File: config.mk
export PLATFORM = sky130hd
export DESIGN_NAME = rghht_cordic_cell
export DESIGN_NICKNAME = d
export VERILOG_FILES = /design/src/rtl/rghht_pkg.sv /design/src/rtl/rghht_cordic_cell.sv
export SDC_FILE = /design/constraint.sdc
export NUM_CORES = 1
export LEC_CHECK = 0
export ABC_AREA = 1
export BUFFER_PORTS_ARGS = -buffer_cell sky130_fd_sc_hd__buf_4
export CAP_MARGIN = 20
export CORE_UTILIZATION = 50
export DETAILED_ROUTE_END_ITERATION = 8
export HOLD_SLACK_MARGIN = 0.06
export PLACE_DENSITY_LB_ADDON = 0.1
export SYNTH_ARGS = -nofsm -noshare
export SYNTH_HDL_FRONTEND = slang
export SYNTH_SLANG_ARGS = --single-unit
File: constraint.sdc
create_clock -name clk -period 8.17 [get_ports clk]
set_input_delay 1.634 -clock clk [delete_from_list [all_inputs] [get_ports clk]]
set_output_delay 1.634 -clock clk [all_outputs]
set_load 0.05 [all_outputs]
File: src/rtl/rghht_pkg.sv
// Shared types, constants and the arctangent table for the handle hit test.
package rghht_pkg;

  localparam int COORD_FRAC_BITS = 4;
  localparam int CORDIC_STAGES   = 16;
  localparam int TABLE_LEN       = 24;

  // Widths: doubled point, geometry, CORDIC x/y and angle, offsets, products
  localparam int PW   = 21;
  localparam int GW   = 22;
  localparam int XW   = 33;
  localparam int ZW   = 26;
  localparam int IW   = 5;
  localparam int OW   = 23;
  localparam int MW   = OW + XW;
  localparam int RW   = 28;
  localparam int DW   = 29;
  localparam int SQW  = 56;
  localparam int SUMW = 57;
  localparam int R2W  = 26;
  localparam int NUM_HANDLES = 9;

  localparam logic signed [XW-1:0] GAIN_Q30 = 33'sd652032874;
  localparam int HANDLE_OFF = 24 * 2 * (1 << COORD_FRAC_BITS);

  localparam logic signed [17:0] FULL_TURN    = 18'sd23040;
  localparam logic signed [17:0] QUARTER_TURN = 18'sd5760;
  localparam logic signed [17:0] EIGHTH_TURN  = 18'sd2880;

  typedef enum logic [2:0] {
    REG_RECT_X        = 3'd0,
    REG_RECT_Y        = 3'd1,
    REG_RECT_W        = 3'd2,
    REG_RECT_H        = 3'd3,
    REG_ROTATION      = 3'd4,
    REG_HANDLE_RADIUS = 3'd5
  } cfg_reg_t;

  typedef enum logic [3:0] {
    HIT_NONE   = 4'd0,
    HIT_ROTATE = 4'd1,
    HIT_TL     = 4'd2,
    HIT_TR     = 4'd3,
    HIT_BR     = 4'd4,
    HIT_BL     = 4'd5,
    HIT_TOP    = 4'd6,
    HIT_RIGHT  = 4'd7,
    HIT_BOTTOM = 4'd8,
    HIT_LEFT   = 4'd9
  } hit_t;

  // One word travelling down the CORDIC row
  typedef struct packed {
    logic                 valid;
    logic                 rot;
    logic [1:0]           quad;
    logic signed [PW-1:0] px;
    logic signed [PW-1:0] py;
    logic signed [XW-1:0] x;
    logic signed [XW-1:0] y;
    logic signed [ZW-1:0] z;
  } cord_t;

  // Rectangle geometry at doubled scale
  typedef struct packed {
    logic signed [GW-1:0] left;
    logic signed [GW-1:0] top;
    logic signed [GW-1:0] right;
    logic signed [GW-1:0] bottom;
    logic signed [GW-1:0] cx;
    logic signed [GW-1:0] cy;
    logic signed [GW-1:0] rtop;
    logic [R2W-1:0]       r2;
  } geom_t;

  // atan(2^-i) in units of 2^-18 degree
  function automatic logic signed [ZW-1:0] atan_lut(input logic [IW-1:0] idx);
    logic signed [ZW-1:0] v;
    case (idx)
      5'd0:  v = 26'sd11796480;
      5'd1:  v = 26'sd6963869;
      5'd2:  v = 26'sd3679517;
      5'd3:  v = 26'sd1867780;
      5'd4:  v = 26'sd937515;
      5'd5:  v = 26'sd469214;
      5'd6:  v = 26'sd234664;
      5'd7:  v = 26'sd117339;
      5'd8:  v = 26'sd58671;
      5'd9:  v = 26'sd29335;
      5'd10: v = 26'sd14668;
      5'd11: v = 26'sd7334;
      5'd12: v = 26'sd3667;
      5'd13: v = 26'sd1833;
      5'd14: v = 26'sd917;
      5'd15: v = 26'sd458;
      5'd16: v = 26'sd229;
      5'd17: v = 26'sd115;
      5'd18: v = 26'sd57;
      5'd19: v = 26'sd29;
      5'd20: v = 26'sd14;
      5'd21: v = 26'sd7;
      5'd22: v = 26'sd4;
      5'd23: v = 26'sd2;
      default: v = '0;
    endcase
    return v;
  endfunction

endpackage

File: src/rtl/rghht_cordic_cell.sv
// One CORDIC micro-rotation cell of the row.
module rghht_cordic_cell import rghht_pkg::*; (
  input  logic          clk,
  input  logic          rst,
  input  logic          adv,
  input  logic [IW-1:0] stage_idx,
  input  cord_t         din,
  output cord_t         dout
);

  logic signed [XW-1:0] xs;
  logic signed [XW-1:0] ys;
  logic signed [ZW-1:0] at;
  cord_t                nxt;

  // Rotate towards zero residual angle
  always_comb begin
    xs  = din.x >>> stage_idx;
    ys  = din.y >>> stage_idx;
    at  = atan_lut(stage_idx);
    nxt = din;
    if (!din.z[ZW-1]) begin
      nxt.x = din.x - ys;
      nxt.y = din.y + xs;
      nxt.z = din.z - at;
    end else begin
      nxt.x = din.x + ys;
      nxt.y = din.y - xs;
      nxt.z = din.z + at;
    end
  end

  // Advance the word to the neighbour
  always_ff @(posedge clk) begin
    if (rst) dout.valid <= 1'b0;
    else if (adv) dout <= nxt;
  end

endmodule

# == Yosys cells after proc, flatten, opt, wreduce, memory -nomap -nowiden ==
# Memories as Yosys holds them, arrays and structs flattened.
# Cells that the tools add are included.
# op_classes
shifts,2
addsub,6
n_reduce_logical,1
mux,1
bitwise,1
# op_table
op,count
$mux W92,1
$add A33 B33 Y33,2
$sshr A33 B5 Y33,2
$sub A33 B33 Y33,2
$add A26 B26 Y26,1
$sub A26 B26 Y26,1
$reduce_and A2 Y1,1
$not A1 Y1,1
# word_totals
rom_bits,768
memories,1
out_inout_bits,138
ff_bits,138
# mem_list
memory,depth,word_bits,rd,rd_clocked_by_memory_dff,wr,line,text
(name not given),32,24,1,0,0,rghht_pkg.sv:79,case (idx)

# == Logic depth before layout (Yosys ltp) ==
# Gate-level depths: netlist of the first run.
# logic_depth
depth_word,3
depth_mapped,37

# == Worst setup path after synthesis of the first run ==
# OpenSTA, ideal clock, no wires.
# synth_path
path_kind,input-to-reg
from,in adv
to,reg dout[0] (netlist name) (enable)
arrival_time_ns,7.434
cell_stages,2
path_slack_ns,0.096
t_required_ns,7.531
setup_time_ns,0.639
n_path_buf,0
path_cell_list,inv_1 -> nor2_1
# synth_between
elab_chain_cells,1
# synth_rtl
item,line,text
start: declaration,rghht_cordic_cell.sv:5,"input logic adv,"
$reduce_and A2 Y1 (no line),--,
end signal: assignment,rghht_cordic_cell.sv:36,else if (adv) dout <= nxt;
end: declaration,rghht_cordic_cell.sv:8,output cord_t dout
# Every way passes these cells.
# A chain may end at the register's enable or synchronous reset.

==> impl_results.md, run 1 <==
* Main flop type after synthesis: edfxtp_1
* Min-Delay Path Class: reg2reg
* Maximum clock rate at 144 MHz
* Avg Cell Area, Syn at 6.54 um^2
* Die W at 178 um
* Initial antenna violation count at 0
* Worst slack, placed at 0.977 ns
* # resized after CTS at 0
* Endpoints failing setup at 0
* Top-area cell type share of the netlist area at 0.266
* Gr usage total at 0.320
* Final worst slack at 1.23 ns
* Post-synthesis sequential area ratio at 0.267
* Max-cap viol count at 0
* Fill count at 2,942
* Worst EP required at 8.36 ns
* Cts hold-fix bufs at 0
* Clock buffer depth at 2
* Global-route wire length before repair at 78,800 um
* Via density at 5.62
* Ratio of cells with drive above 1 in the final layout at 0.145
* Skew final at 0 ns
* Final critical-path required period at 6.94 ns
* Worst-margin pin slew at 1.08 ns
* CP arrival at 7.13 ns
* CP Launch Type: primary input
* DRT antenna net count at 0
* CTS tree: yes
* Final WL at 50,900 um
* Max Slew Vio Count at 0
* Initial Util at 0.507
* Vias in the first global route at 15,200
* Status: finished clean
* Synth top area cells: edfxtp_1, nand2_1, nand3_1, ha_1, xor2_1
* DR iter-0 viols at 1,671
* ANT cells at 0
* Syn Inst Count at 2,365
* LEAKAGE at 9.12 nW
* Top Registers: dout: 138 flops
* Yosys top cell by area: edfxtp_1
* Largest Register: dout
* Pwr dens at 195 mW/mm^2
* H-Tree Depth at 4
* Layout area overhead at 18.7%
* Yosys reg bits at 138
* Critical setup path kind: in2reg
* Postcts setup bufs at 0
* Peak supply drop at 0.136 mV
* Hold WS at 0.459 ns
* Total die area at 0.0316 mm^2
* Clock root buffer master: clkbuf_16
* Final nets at 2,843
* Largest net degree at the start of global routing at 120
* Die Height at 178 um
* Worst Path Max Fanout at 62
* Clock Latency Late Sink at 0.44 ns
* Setup TNS at 0 ns
* Routed wire per std cell at 17.0 um
* Clk pin slew, worst setup/hold paths at 0.06 ns
* Cell with the most instances after synthesis: nand2_1
* Overflow after GRT at 0
* Number of flops mapped to enable cells by yosys at 137
* Cells on Worst Hold Path at 2
* Max reg flops at 138
* Reg area at 0.00413 mm^2
* Post-synth cell types at 50
* Syn nets at 2,614
* Synthesized cell area at 0.0155 mm^2
* Asr flop ratio synth at 0
* Clock Sinks at 138
* Ratio of final minimum period to clock period at 0.850
* Row count at 64
* Unrepaired setup endpoints after global routing: no
* Via count at 16,900
* Multi-input logic area at 0.0101 mm^2
* Final hold vios at 0
* Worst slew margin at 0.281
* Yosys warning total at 0
* DP Wirelength at 40,300 um
* Commonest cells post-synth: nand2_1, nand3_1, inv_1
* Port bufs at 283
* Crit. End Element: flop
* TritonCTS Buffers at 17
* I/O pin cnt at 284
* Placer congestion estimate at 0.960
* FF-to-FF path depth at 2
* Area of the core at 0.0305 mm^2
* Drt first pass iters at 6
* Post-route DRC at 0
-- report_power, final --
group	switching, mW	internal [mW]
clock	0.345	0.458
sequential	0.0257	0.936
combinational	1.23	0.583
-- layout make-up --
| class | count | area share |
|---|---|---|
| clock buffers | 18 | 0.0234 |
| inverters | 222 | 0.0454 |
| well taps | 396 | 0.0270 |
| multi-input cells | 1925 | 0.550 |
| flip-flops and latches | 138 | 0.225 |
| clock inverters | 14 | 0.00886 |
| repair buffers | 290 | 0.120 |
-- path summary, 6_finish.rpt --
check,start,end,slack [ns]
worst max-delay path,stage_idx[1],dout[46]$_DFFE_PP_,1.23
worst min-delay path,dout[137]$_SDFFE_PP0P_,dout[137]$_SDFFE_PP0P_,0.46
worst max register to register,dout[137]$_SDFFE_PP0P_,dout[137]$_SDFFE_PP0P_,7.62
worst min register to register,dout[137]$_SDFFE_PP0P_,dout[137]$_SDFFE_PP0P_,0.46
-- through the flow --
stage | area [um^2] | power, mW | utilization | cells
floorplan | 15500 | 2.28 | - | 2365
global placement | 17700 | 2.74 | 0.581 | 2970
detailed placement | 17800 | 2.76 | 0.582 | 2971
CTS | 18400 | 3.57 | 0.602 | 3003
global route | 18400 | 3.80 | 0.602 | 3003
finish | 18400 | 3.58 | 0.602 | 3003
-- placed cells by master, fill, tap and decap left out, types with 3 or more instances in the layout --
master / netlist / routed
a21o_1: 6 / 6
nand3_2: 3 / 3
o21ai_0: 83 / 83
ha_1: 100 / 100
clkbuf_16: 0 / 17
nand3_1: 353 / 353
a21oi_4: 3 / 3
nand3b_1: 9 / 9
o22ai_1: 4 / 4
o31ai_1: 3 / 3
nand2_1: 791 / 791
o21a_1: 8 / 8
a31oi_1: 9 / 9
xnor2_1: 45 / 45
inv_1: 210 / 209
inv_6: 0 / 5
o21ai_1: 6 / 6
nor4_1: 9 / 9
nor3_1: 16 / 16
a21oi_1: 107 / 107
buf_4: 9 / 288
nor2_4: 5 / 6
fa_1: 3 / 3
xor2_1: 97 / 97
nand4_1: 13 / 13
nand2_2: 16 / 16
clkinvlp_4: 0 / 3
o21ai_2: 4 / 4
a211oi_1: 3 / 3
a21oi_2: 4 / 4
o211ai_1: 11 / 11
nor2_1: 189 / 187
edfxtp_1: 137 / 137
clkinv_1: 4 / 4
inv_2: 8 / 9
nor2_2: 9 / 10
-- cell families after synthesis --
family          after synthesis  share of synthesized area
flops                       138                      0.267
fa+ha+maj                   103                     0.0848
simple gates               1417                      0.389
compound gates              263                     0.0978
buf+inv                     302                     0.0808
xor+xnor                    142                     0.0804
-- worst max-delay path, stage by stage --
cell and delay [ns]:
buf_4 0.54, inv_2 0.61, nor2_2 0.50, inv_1 0.07, o211ai_1 0.22, nand2_1 0.08
nand2_1 0.09, inv_1 0.04, nand2_1 0.06, inv_1 0.07, ha_1 0.28, o21ai_0 0.45
fa_1 0.31, nand3_1 0.07, nand2_1 0.11, a21oi_1 0.19, o21ai_0 0.68, a31oi_1 0.28
o21ai_0 0.46, a21oi_1 0.16, xnor2_1 0.17
-- per-layer routing --
layer  track usage  routed length, um  vias to the layer above
li1              -                  -                     8309
met1         0.431              22000                     7674
met2         0.509              22900                      801
met3        0.0536               4380                       94
met4         0.123               1660                        0
met5             0                  0                        -
No activity file was read; power rests on OpenSTA's default activity.
==> run 2, diff against run 1 <==
Settings changed: ABC_AREA 1 to 0.
Clock period 8.17 ns to 7.2 ns, I/O delays scaled along.
==> run 2 against run 1 <==
Net effect:
- the run now ends with design-rule violations left
- first-iteration DRC count shrank 7.7%
- global-route usage grew 2.8 points
- sequential power grew 13%
- cell count shrank 18%
- sequential cell count is the same
- clock power grew 13%
- core utilization grew 5.0 points
- critical path depth grew 1
- total power grew 21%
- hold slack gained 0.065 ns
- count of clock-buffer cells in the layout grew 1
- combinational power grew 28%
- critical path type unchanged
- critical endpoint is now dout[91]$_DFFE_PP_
==> impl_results.md, run 2 <==
* Status: finished with violations
* Failing checks: design-rule violations
* Max reg flops at 138 (unchanged)
* TritonCTS Buffers at 17 (unchanged)
* Final Cell Area at 0.0201 mm^2 (+9.5%)
* Final worst slack at 0.341 ns (-0.888 ns)
* Max Slew Vio Count at 0 (unchanged)
* Total die area at 0.0323 mm^2 (+2.0%)
* Postcts setup bufs at 0 (unchanged)
* H-Tree Depth at 4 (unchanged)
* Delay-heaviest family, CP: compound AO/OA/AOI/OAI gates
* Yosys warning total at 0 (unchanged)
* Endpoints failing setup at 0 (unchanged)
* Die Height at 180 um (+1.0%)
* Worst slack, placed at -0.0246 ns (-1.00 ns)
* Post-synth cell types at 97 (+94%)
* Pwr dens at 215 mW/mm^2 (+10%)
* Critical path's largest stage delay at 0.53 ns (-0.15 ns)
* Skew final at 0 ns (unchanged)
* Top-area cell type share of the netlist area at 0.261 (-0.00538)
* Cts hold-fix bufs at 0 (unchanged)
* Via density at 6.22 (+11%)
* Final critical-path required period at 6.86 ns
* Number of flops mapped to enable cells by yosys at 137 (unchanged)
* Clock root buffer master: clkbuf_16
* Most frequent cells in the layout: buf_4, nor2_1, a21oi_1
* Worst-margin pin slew at 1.14 ns (+0.0616 ns)
* Global-route wire length before repair at 86,600 um (+9.9%)
* Commonest non-fill, non-tap cell in the layout: buf_4
* Final nets at 2,314 (-19%)
* CP Depth at 22 (+4.8%)
* # resized after CTS at 0 (unchanged)
* Synth top area cells: edfxtp_1, mux4_2, ha_1, xnor2_1, a21oi_1
* Avg Cell Area, Syn at 9.55 um^2 (+46%)
* Min-Delay Path Class: reg2reg
* Syn Inst Count at 1,653 (-30%)
* Syn nets at 1,902 (-27%)
* Top Registers: dout: 138 flops
* Overflow after GRT at 0 (unchanged)
* Critical setup path kind: in2reg
* Drt first pass iters at 9 (+3)
* DR iter-0 viols at 1,542 (-7.7%)
* CP Cell Sequence: buf_6 > buf_4 > mux4_2 > mux2i_1 > o22ai_1 > a211o_1 > and4bb_1 > and3_1 > and3_2 > a21oi_1 > xor2_1 > ha_1 > a21oi_1 > o221ai_1 > a211oi_1 > o211ai_1 > and3_1 > a2111o_1 > a41o_1 > a2111oi_0 > nor3_1 > xnor2_1
* Yosys reg bits at 138 (unchanged)
* Hold path start: dout[137]$_SDFFE_PP0P_
* Maximum clock rate at 146 MHz
* FF-to-FF path depth at 2 (unchanged)
* Worst hold endpoint: dout[137]$_SDFFE_PP0P_
* Largest net degree at the start of global routing at 89 (-26%)
* Worst Path Max Fanout at 27 (-56%)
* Clock Sinks at 138 (unchanged)
* Routed wire per std cell at 22.8 um (+34%)
* Worst EP required at 7.40 ns (-0.96 ns)
* CP bufs+invs at 2 (-3)
* Row count at 64 (unchanged)
* Max-cap viol count at 0 (unchanged)
* Final WL at 56,400 um (+11%)
* CP Launch Type: primary input
* Post-synthesis sequential area ratio at 0.262 (-0.00541)
* Port bufs at 283 (unchanged)
* Gr usage total at 0.348 (+0.0276)
* ANT cells at 0 (unchanged)
* Reg2reg start: dout[137]$_SDFFE_PP0P_
* CP arrival at 7.06 ns (-0.07 ns)
* Final hold vios at 0 (unchanged)
* Die W at 180 um (+1.0%)
* Fill count at 2,524 (-14%)
* Largest Register: dout
* Placed Instance Area at 0.0195 mm^2 (+9.6%)
* DP Wirelength at 43,900 um (+8.9%)
* Ratio of final minimum period to clock period at 0.953
* Clk pin slew, worst setup/hold paths at 0.06 ns (about the same)
* Asr flop ratio synth at 0 (unchanged)
* Slowest CP cell: mux4_2
* Commonest cells post-synth: nor2_1, a21oi_1, edfxtp_1
* Main flop type after synthesis: edfxtp_1
* FF-to-FF setup slack at 6.59 ns (-1.03 ns)
* Cells on Worst Hold Path at 2 (unchanged)
* CTS tree: yes
* Initial antenna violation count at 0 (unchanged)
* Area of the core at 0.0308 mm^2 (+1.0%)
* Unrepaired setup endpoints after global routing: no
* Placer congestion estimate at 1.01 (+5.7%)
* Via count at 15,400 (-8.8%)
* Crit. End Element: flop
* Yosys top cell by area: edfxtp_1
* Peak supply drop at 0.159 mV (+17%)
* Vias in the first global route at 15,000 (-1.2%)
* I/O pin cnt at 284 (unchanged)
* Initial Util at 0.512 (+0.00508)
* Ratio of cells with drive above 1 in the final layout at 0.312 (+0.167)
* Clock buffer depth at 2 (unchanged)
* Cell with the most instances after synthesis: nor2_1
* Worst slew margin at 0.239 (-0.0411)
* Layout area overhead at 27.3%
* DRT antenna net count at 0 (unchanged)
* LEAKAGE at 8.57 nW (-6.1%)
* RR Endpoint: dout[137]$_SDFFE_PP0P_
* Synthesized cell area at 0.0158 mm^2 (+2.1%)
* Post-route DRC at 30 (+30)
* Clock Latency Late Sink at 0.45 ns (about the same)
==> run 2: worst max path at each step <==
stage	startpoint	end	slack [ns]
global placement	stage_idx[0]	dout[58]$_DFFE_PP_	0.02
finish	stage_idx[0]	dout[91]$_DFFE_PP_	0.34
detailed placement	stage_idx[0]	dout[57]$_DFFE_PP_	-0.02
global route	stage_idx[0]	dout[25]$_DFFE_PP_	0.04
floorplan	stage_idx[1]	dout[25]$_DFFE_PP_	0.24
CTS	stage_idx[0]	dout[57]$_DFFE_PP_	0.43
==> run 2: logic make-up (layout without fill, tap and decap cells) <==
| group | count (synthesis) | in the layout | share of synthesized area |
|---|---|---|---|
| flip-flops | 138 | 138 | 0.262 |
| AO/OA/AOI/OAI | 442 | 442 | 0.183 |
| AND/OR/NAND/NOR | 493 | 493 | 0.154 |
| adder cells (fa/ha/maj) | 103 | 103 | 0.0831 |
| XOR/XNOR | 159 | 159 | 0.0891 |
| multiplexers | 175 | 175 | 0.183 |
| buffers and inverters | 143 | 568 | 0.0465 |
==> run 2: power by group <==
group	internal (mW)	switching [mW]	total, mW
Clock	0.527	0.381	0.908
Combinational	0.944	1.38	2.32
Sequential	1.06	0.0291	1.09
Total	2.53	1.79	4.32
==> run 2: area by class of cell <==
cell class                      instances  area (um^2)  area share
Multi-Input combinational cell       1372        10900       0.544
Sequential cell                       138         4130       0.206
Inverter                               51          191     0.00953
Clock buffer                           19          443      0.0220
Clock inverter                         13          154     0.00766
Tap cell                              396          495      0.0247
Timing Repair Buffer                  485         3750       0.187
==> run 2: per-layer routing <==
metal	global-route usage	vias to the layer above	wire length, um
met4	0.178	0	2850
met2	0.560	794	25800
met1	0.444	7351	22700
li1	-	7096	-
met5	0	-	0
met3	0.0697	148	4920
==> run 2: tightest hold or removal path, stage by stage (launching register included) <==
cell and delay (ns):
dfxtp_1 0.34, mux2i_1 0.08, nor2_1 0.08
==> run 2: stage by stage <==
stage | utilization | std cells | power (mW) | hold WS, ns | setup TNS (ns)
finish | 0.652 | 2474 | 4.32 | 0.524 | 0
global route | 0.652 | 2474 | 4.53 | 0.580 | 0
detailed placement | 0.631 | 2441 | 3.39 | 0.518 | -0.0370
CTS | 0.651 | 2473 | 4.32 | 0.535 | 0
global placement | 0.631 | 2441 | 3.36 | 0.480 | 0
floorplan | - | 1653 | 2.64 | 0.733 | 0
==> run 3, diff against run 2 <==
Settings changed: CORE_MARGIN set to 8.
==> run 3 against run 2 <==
Net effect:
- the flow now finishes without violations
- hold slack worse by 0.013 ns
- fmax is 1.6% higher
- cell area is 1.1% lower
- combinational power hardly changed
- setup slack better by 0.11 ns
- wire length is 0.51% higher
- core utilization is 1.7 points lower
- clock skew stayed put
- non-clock buffer count is 23 lower
- die area is 16% higher
- sequential cell count stayed put
- critical path type unchanged
==> impl_results.md, run 3 (same netlist as run 2, synthesis figures left out) <==
* Final WL at 56,700 um (+0.51%)
* Ratio of final minimum period to clock period at 0.938 (-0.0148)
* Ratio of cells with drive above 1 in the final layout at 0.305 (-0.00770)
* Min-Delay Path Class: reg2reg
* Die Height at 194 um (+7.8%)
* Critical setup path kind: in2reg
* Worst EP required at 7.41 ns (about the same)
* Crit. End Element: flop
* Grt met3 use at 0.0680 (-0.00166)
* Clk pin slew, worst setup/hold paths at 0.07 ns (about the same)
* DR iter-0 viols at 1,314 (-15%)
* Layout area overhead at 26.0%
* H-Tree Depth at 4 (unchanged)
* Clock root buffer master: clkbuf_16
* DRT antenna net count at 0 (unchanged)
* FF-to-FF setup slack at 6.61 ns (+0.02 ns)
* Fill count at 2,683 (+6.3%)
* Pwr dens at 214 mW/mm^2 (-0.48%)
* Clock buffer depth at 2 (unchanged)
* DP Wirelength at 44,700 um (+1.8%)
* Max Slew Vio Count at 0 (unchanged)
* Hold WS at 0.511 ns (-0.0130 ns)
* Setup crit end: dout[91]$_DFFE_PP_
* Post-route DRC at 0 (-100%)
* Initial antenna violation count at 2 (+2)
* Peak supply drop at 0.155 mV (-2.9%)
* Clock Sinks at 138 (unchanged)
* Setup crit start: stage_idx[0]
* Placer congestion estimate at 0.991 (-2.3%)
* Initial Util at 0.504 (-0.00788)
* Total die area at 0.0375 mm^2 (+16%)
* Final critical-path required period at 6.75 ns (-0.106 ns)
* Worst slack, placed at 0.0186 ns (+0.0432 ns)
* Final worst slack at 0.448 ns (+0.106 ns)
* I/O pin cnt at 284 (unchanged)
* Worst slew margin at 0.289 (+0.0497)
* # resized after CTS at 0 (unchanged)
* Postcts setup bufs at 0 (unchanged)
* Drt first pass iters at 5 (-4)
* Final nets at 2,291 (-0.99%)
* Worst-margin pin slew at 1.07 ns (-0.0745 ns)
* Worst Path Max Fanout at 24 (-11%)
* Via density at 6.20 (-0.39%)
* Overflow after GRT at 0 (unchanged)
* Busiest grt layer: met2
* Maximum clock rate at 148 MHz (+1.6%)
* TritonCTS Buffers at 17 (unchanged)
* Max reg flops at 138 (unchanged)
* Global-route wire length before repair at 87,000 um (+0.45%)
* Final hold vios at 0 (unchanged)
* ANT cells at 0 (unchanged)
* CP arrival at 6.96 ns (-0.10 ns)
* Row count at 65 (+1.6%)
* RR Endpoint: dout[137]$_SDFFE_PP0P_
* Die W at 194 um (+7.8%)
* LEAKAGE at 8.45 nW (-1.4%)
* CTS tree: yes
* Largest Register: dout
* Cts hold-fix bufs at 0 (unchanged)
* Met2 Use GR at 0.489 (-0.0711)
* Commonest non-fill, non-tap cell in the layout: buf_4
* Reg2reg start: dout[137]$_SDFFE_PP0P_
* Setup TNS at 0 ns (unchanged)
* CP Launch Type: primary input
* Top Registers: dout: 138 flops
* Endpoints failing setup at 0 (unchanged)
* Port bufs at 283 (unchanged)
* Skew final at 0 ns (unchanged)
* Routed wire per std cell at 23.1 um (+1.2%)
* Vias in the first global route at 15,300 (+2.0%)
* Max-cap viol count at 0 (unchanged)
* Status: finished clean
* FF-to-FF path depth at 2 (unchanged)
* M1 GR Usage at 0.358 (-0.0852)
* Unrepaired setup endpoints after global routing: no
* Via count at 15,200 (-1.1%)
* Gr usage total at 0.293 (-0.0543)
* Area of the core at 0.0313 mm^2 (+1.6%)
* Largest net degree at the start of global routing at 84 (-5.6%)
* Most frequent cells in the layout: buf_4, nor2_1, a21oi_1
* Clock Latency Late Sink at 0.44 ns (about the same)
==> run 3: how the worst min path moves through the flow <==
| stage | startpoint | cells after the start | slack [ns] | end |
|---|---|---|---|---|
| after global routing | dout[137]$_SDFFE_PP0P_ | 2 | 0.58 | dout[137]$_SDFFE_PP0P_ |
| after CTS | dout[137]$_SDFFE_PP0P_ | 2 | 0.52 | dout[137]$_SDFFE_PP0P_ |
| after detailed placement | dout[137]$_SDFFE_PP0P_ | 2 | 0.50 | dout[137]$_SDFFE_PP0P_ |
| after floorplan | dout[137]$_SDFFE_PP0P_ | 2 | 0.73 | dout[137]$_SDFFE_PP0P_ |
| after global placement | dout[137]$_SDFFE_PP0P_ | 2 | 0.48 | dout[137]$_SDFFE_PP0P_ |
| final | dout[137]$_SDFFE_PP0P_ | 2 | 0.51 | dout[137]$_SDFFE_PP0P_ |
==> run 3: metrics by stage <==
| step | util | cells | instance area (um^2) | power [mW] |
|---|---|---|---|---|
| global route | 0.635 | 2457 | 19900 | 4.48 |
| floorplan | - | 1653 | 15800 | 2.64 |
| finish | 0.635 | 2457 | 19900 | 4.25 |
| detailed placement | 0.617 | 2425 | 19300 | 3.37 |
| global placement | 0.617 | 2425 | 19300 | 3.34 |
| CTS | 0.635 | 2457 | 19900 | 4.26 |
==> run 3: worst max-delay path: stages <==
cell,delay (ns)
buf_6,0.28
buf_4,0.29
mux4_2,0.52
mux2i_1,0.19
o22ai_1,0.12
a211o_1,0.32
and4bb_1,0.31
and3_1,0.18
and3_2,0.23
a21oi_1,0.09
xor2_1,0.18
ha_1,0.34
a21oi_1,0.16
o221ai_1,0.16
a211oi_1,0.35
o211ai_1,0.14
and3_1,0.25
a2111o_1,0.45
a41o_1,0.27
a2111oi_0,0.39
nor3_1,0.13
xnor2_1,0.14
==> run 3: report_power, final <==
part,switching (mW),leakage [nW],internal [mW]
clock,0.414,0.280,0.459
sequential,0.0287,1.30,1.06
combinational,1.36,6.88,0.931
total,1.80,8.45,2.45
==> run 3: final cells by class <==
cell class	instances	area [um^2]	area share
clock inverters	15	144	0.00724
multi-input cells	1372	10900	0.549
flip-flops and latches	138	4130	0.208
well taps	402	503	0.0253
clock buffers	17	425	0.0214
inverters	51	191	0.00963
repair buffers	462	3560	0.179
==> run 3: routing by layer <==
| metal | share of wire | vias to the layer above |
|---|---|---|
| met4 | 0.039 | 4 |
| met1 | 0.41 | 7334 |
| li1 | - | 7049 |
| met5 | 0.00048 | - |
| met2 | 0.47 | 706 |
| met3 | 0.081 | 131 |
